--- src/rtl/core/psr_pkg.sv ---
// Shared types and constants for the printer serial packet receiver.
// No dependencies; psr_image_buf.sv and the receiver core import this package.
package psr_pkg;

    localparam int DEF_PAYLOAD_DEPTH = 1024;
    localparam int DEF_IMAGE_DEPTH   = 8192;

    localparam logic [7:0] MAGIC_FIRST  = 8'h88;
    localparam logic [7:0] MAGIC_SECOND = 8'h33;
    localparam logic [7:0] ALIVE_REPLY  = 8'h81;

    // image fill level at which the printer reports itself full
    localparam int IMG_FULL_MARK = 'h27f;

    localparam logic [7:0] CMD_INIT        = 8'd1;
    localparam logic [7:0] CMD_PRINT       = 8'd2;
    localparam logic [7:0] CMD_GRAPHICS    = 8'd4;
    localparam logic [7:0] CMD_READ_STATUS = 8'd15;

    localparam logic [3:0] STAT_CLEAR    = 4'd0;
    localparam logic [3:0] STAT_PRINTING = 4'd4;
    localparam logic [3:0] STAT_FULL     = 4'd8;

    // packet framing phase
    typedef enum logic [10:0] {
        PH_MAGIC1   = 11'b000_0000_0001,
        PH_MAGIC2   = 11'b000_0000_0010,
        PH_COMMAND  = 11'b000_0000_0100,
        PH_COMPRESS = 11'b000_0000_1000,
        PH_LEN_LO   = 11'b000_0001_0000,
        PH_LEN_HI   = 11'b000_0010_0000,
        PH_DATA     = 11'b000_0100_0000,
        PH_CHK_LO   = 11'b000_1000_0000,
        PH_CHK_HI   = 11'b001_0000_0000,
        PH_ALIVE    = 11'b010_0000_0000,
        PH_STATUS   = 11'b100_0000_0000
    } t_phase;

    // command execution sequencer
    typedef enum logic [2:0] {
        CTL_IDLE = 3'b001,
        CTL_COPY = 3'b010,
        CTL_PRT  = 3'b100
    } t_ctl;

    typedef struct packed {
        logic [7:0] tx_byte;
        logic       print_start;
        logic [3:0] pre_margin;
        logic [3:0] post_margin;
        logic [7:0] palette;
        logic [6:0] exposure;
        logic [13:0] image_bytes;
    } t_tx_beat;

    // control from the sequencer to the image buffer
    typedef struct packed {
        logic       clear;
        logic       push;
        logic [7:0] data;
    } t_img_ctl;

endpackage

--- src/rtl/core/psr_image_buf.sv ---
// Image memory and its fill counter for the printer serial packet receiver.
// Depends on psr_pkg for the control struct; the caller keeps pushes below IMAGE_DEPTH.
module psr_image_buf #(
    parameter int IMAGE_DEPTH = psr_pkg::DEF_IMAGE_DEPTH
) (
    input  logic                               i_clk,
    input  logic                               i_rst_n,
    input  psr_pkg::t_img_ctl                  i_ctl,
    output logic [$clog2(IMAGE_DEPTH):0]       o_count
);
    import psr_pkg::*;

    localparam int AW = $clog2(IMAGE_DEPTH);
    localparam int CW = AW + 1;

    logic [7:0]    mem_img [IMAGE_DEPTH];
    logic [CW-1:0] r_count;
    logic [CW-1:0] n_count;

    always_comb begin
        n_count = r_count;
        if (i_ctl.clear) begin
            n_count = '0;
        end else if (i_ctl.push) begin
            n_count = r_count + CW'(1);
        end
    end

    always_ff @(posedge i_clk) begin
        if (!i_rst_n) begin
            r_count <= '0;
        end else begin
            r_count <= n_count;
        end
    end

    always_ff @(posedge i_clk) begin
        if (i_ctl.push) begin
            mem_img[r_count[AW-1:0]] <= i_ctl.data;
        end
    end

    assign o_count = r_count;

endmodule

--- config.mk ---
export PLATFORM = sky130hd
export DESIGN_NAME = psr_image_buf
export DESIGN_NICKNAME = d
export VERILOG_FILES = /design/src/rtl/core/psr_pkg.sv /design/src/rtl/core/psr_image_buf.sv
export SDC_FILE = /design/constraint.sdc
export NUM_CORES = 1
export LEC_CHECK = 0
export ABC_AREA = 0
export BUFFER_PORTS_ARGS = -buffer_cell sky130_fd_sc_hd__buf_4
export CORE_MARGIN = 1.5
export CORE_UTILIZATION = 45
export DETAILED_ROUTE_END_ITERATION = 16
export GPL_ROUTABILITY_DRIVEN = 0
export PLACE_DENSITY = 0.76
export SLEW_MARGIN = 20
export SYNTH_ARGS = -nofsm -noshare
export SYNTH_HDL_FRONTEND = slang
export SYNTH_SLANG_ARGS = --single-unit
--- constraint.sdc ---
create_clock -name i_clk -period 1.65 [get_ports i_clk]
set_input_delay 0.2475 -clock i_clk [delete_from_list [all_inputs] [get_ports i_clk]]
set_output_delay 0.2475 -clock i_clk [all_outputs]
set_load 0.02 [all_outputs]
==> run metrics <==
actual transition at the worst max-transition pin=438.3 ps; number of hold violations in the final report=0; DIE WIDTH=41.28 um; Net Count, Synth=86; launch instance of the worst min-delay path=i_ctl[8]; # rows=13; total area of sequential cells=between 200 and 300 um2; number of nets in the final layout=109; Final Skew=7.446 ps; worst voltage drop across the vdd grid=0.6787 mV; share of synthesized cell area in full adder, half adder and majority cells=0.01898; final design area excluding fillers=858.3 um2; number of optimization iterations in the first detailed-route pass=4; half-perimeter wire length of the detailed placement result=972.8 um; # diodes=0; antenna violations before repair=0; maximum number of pins on one net before global-route repair=14; Reg2Reg Depth=4; maximum clock path buffer count=2; fraction of final layout cells with drive strength greater than 1=0.2842; total via count after detailed routing=598; All-Layer GR Usage=0.1821; hold crit path type=primary input to flip-flop; number of cells on the worst hold path=3; critical path peak fanout=7; filler cell count=121; result of the run=completed; initial standard-cell utilization of the core=0.4944; data arrival time of the critical path=~1700 ps; reported leakage power=roughly 0.32 nW; area inside the core boundary=1334 um2; remaining global-route overflow=0; H-Tree Depth=1; DRC violation count after routing=0; initial drt markers=6; crit path launch type=flip-flop; Crit Reg-Reg Startpoint=o_count[1]; number of flip-flops in the largest register=14; clock root buffer master=clkbuf_4; average cell area after synthesis=~9 um2; final setup vio count=0; multiplexer share of the synthesized area=0.06072; total of warnings raised by yosys=0; post-CTS resize count=0; Worst Setup End Kind=flip-flop; die outline height=~41 um; xor-xnor portion of the synthesized cell area=0.05313; simple-gate share of the synthesized area=0.2960; Worst EP required=between 1500 and 2000 ps; type of the worst setup path=flip-flop to flip-flop; total detailed-routing wirelength=1326 um; Fin Setup TNS=0 ps; RSZ-0062 raised after global routing=no; number of global-route vias before repair=476; Cell Area, Synth=659.4 um2; cts bufs inserted=3; Post-Syn Instances=73; post-synthesis sequential area ratio=0.4250; area fraction in compound gates after synthesis=0.1139; signed area change from the synthesized netlist to the final layout=30.17%; clock network latency to the later pin of the worst-skew pair=around 290 ps; register-to-register setup slack=210 ps; largest family of logic cells by synthesized area=simple AND/OR/NAND/NOR gates; setup fix buffers added after clock tree synthesis=0; global-route wire length before repair=1932 um; area of combinational cells with multiple inputs=roughly 360 um2; cts-stage hold buffer count=0; Antenna Violating Nets Remaining=0; clock-pin transition on the worst setup and hold timing paths=90 ps; count of distinct cell types in the synthesized netlist=24; Tmin final=1444 ps; reg-to-reg critical path endpoint=o_count[8]; ratio of final minimum period to clock period=0.8750; CTS tree=yes; number of placed I/O pins=26; worst-case headroom to the max-slew limit=0.7072; number of max-slew violations in the final report=0; drt wl/cell=between 10 and 15 um; achievable clock frequency=between 600 and 700 MHz; FF+latch count, synth=14; area of the die=1704 um2; maxcap violations=0; Via density=5.436; power density cells=722.9 nW/um2; instance area at placement=822.0 um2; sink of the worst hold path=o_count[0]; clock net sink count=14; port buffer count=17
layout make-up:
class	count	share of cell area
clock buffers	4	0.04227
inverters	2	0.008746
repair buffers	21	0.1837
multi-input cells	54	0.4169
flip-flops and latches	14	0.3265
well taps	15	0.02187
how the worst max path moves through the flow:
stage / startpoint / to / slack (ps) / cells after the start
finish: o_count[1] / o_count[8] / 210 / 4
global route: o_count[1] / o_count[8] / 120 / 4
CTS: o_count[0] / o_count[8] / 190 / 4
detailed placement: o_count[0] / o_count[8] / 210 / 4
global placement: o_count[0] / o_count[10] / 240 / 4
floorplan: o_count[0] / o_count[8] / 50 / 4
cells in the mapped netlist:
| master | count | area share |
|---|---|---|
| a21oi_1 | 5 | 0.038 |
| nor3_1 | 1 | 0.0076 |
| or3_1 | 1 | 0.0095 |
| nand2_1 | 7 | 0.040 |
| o21ai_0 | 1 | 0.0076 |
| o31ai_1 | 4 | 0.046 |
| nand4_1 | 2 | 0.019 |
| buf_2 | 2 | 0.015 |
| ha_1 | 1 | 0.019 |
| clkbuf_1 | 1 | 0.0057 |
| nor2_1 | 5 | 0.028 |
| nor2b_1 | 1 | 0.0095 |
| mux2i_1 | 4 | 0.061 |
| dfxtp_1 | 14 | 0.43 |
| nand2b_1 | 4 | 0.038 |
| nand3_2 | 1 | 0.015 |
| xor2_1 | 3 | 0.040 |
| nor4_1 | 3 | 0.028 |
| o21a_1 | 2 | 0.023 |
| inv_1 | 2 | 0.011 |
| nand4_4 | 1 | 0.032 |
| or4_1 | 4 | 0.046 |
| xnor2_1 | 1 | 0.013 |
| nand3_1 | 3 | 0.023 |
through the flow:
step	instances	setup WS [ps]	hold WS, ps	utilization	total power, mW
final	110	206.3	285.9	0.6435	0.6205
after global routing	110	123.9	312.4	0.6435	0.6449
after CTS	110	191.5	281.2	0.6435	0.6314
after detailed placement	106	212.1	461.0	0.6163	0.3811
after global placement	106	238.9	458.6	0.6163	0.3801
after floorplan	73	48.82	473.6	-	0.3683
report_power, final:
| part | internal (mW) | leakage [nW] | switching (mW) |
|---|---|---|---|
| registers | 0.339 | 0.113 | 0.000907 |
| logic | 0.0146 | 0.185 | 0.0179 |
| clock network | 0.134 | 0.0210 | 0.113 |
| total | 0.488 | 0.319 | 0.132 |
kinds of logic after synthesis:
family | count (synthesis)
compound gates | 12
xor+xnor | 4
fa+ha+maj | 1
buf+inv | 5
flops | 14
mux | 4
simple gates | 33
metal layers:
metal,GRT usage,part of all wire
met1,0.2052,0.44
met5,0,0
met2,0.2969,0.49
met3,0.09783,0.058
met4,0.04839,0.0075
placed cells by master, fill, tap and decap left out, drive strengths merged:
cell     n
a21oi    5
buf     21
clkbuf   4
dfxtp   14
ha       1
inv      2
mux2i    4
nand2    7
nand2b   4
nand3    4
nand4    3
nor2     5
nor2b    1
nor3     1
nor4     3
o21a     2
o21ai    1
o31ai    4
or3      1
or4      4
xnor2    1
xor2     3
critical path, stage by stage, from the launching register on:
cell and delay [ps]:
dfxtp_1 340, ha_1 200, nand3_2 160, or4_1 530
a21oi_1 150
(Power assumes the default switching activity.)
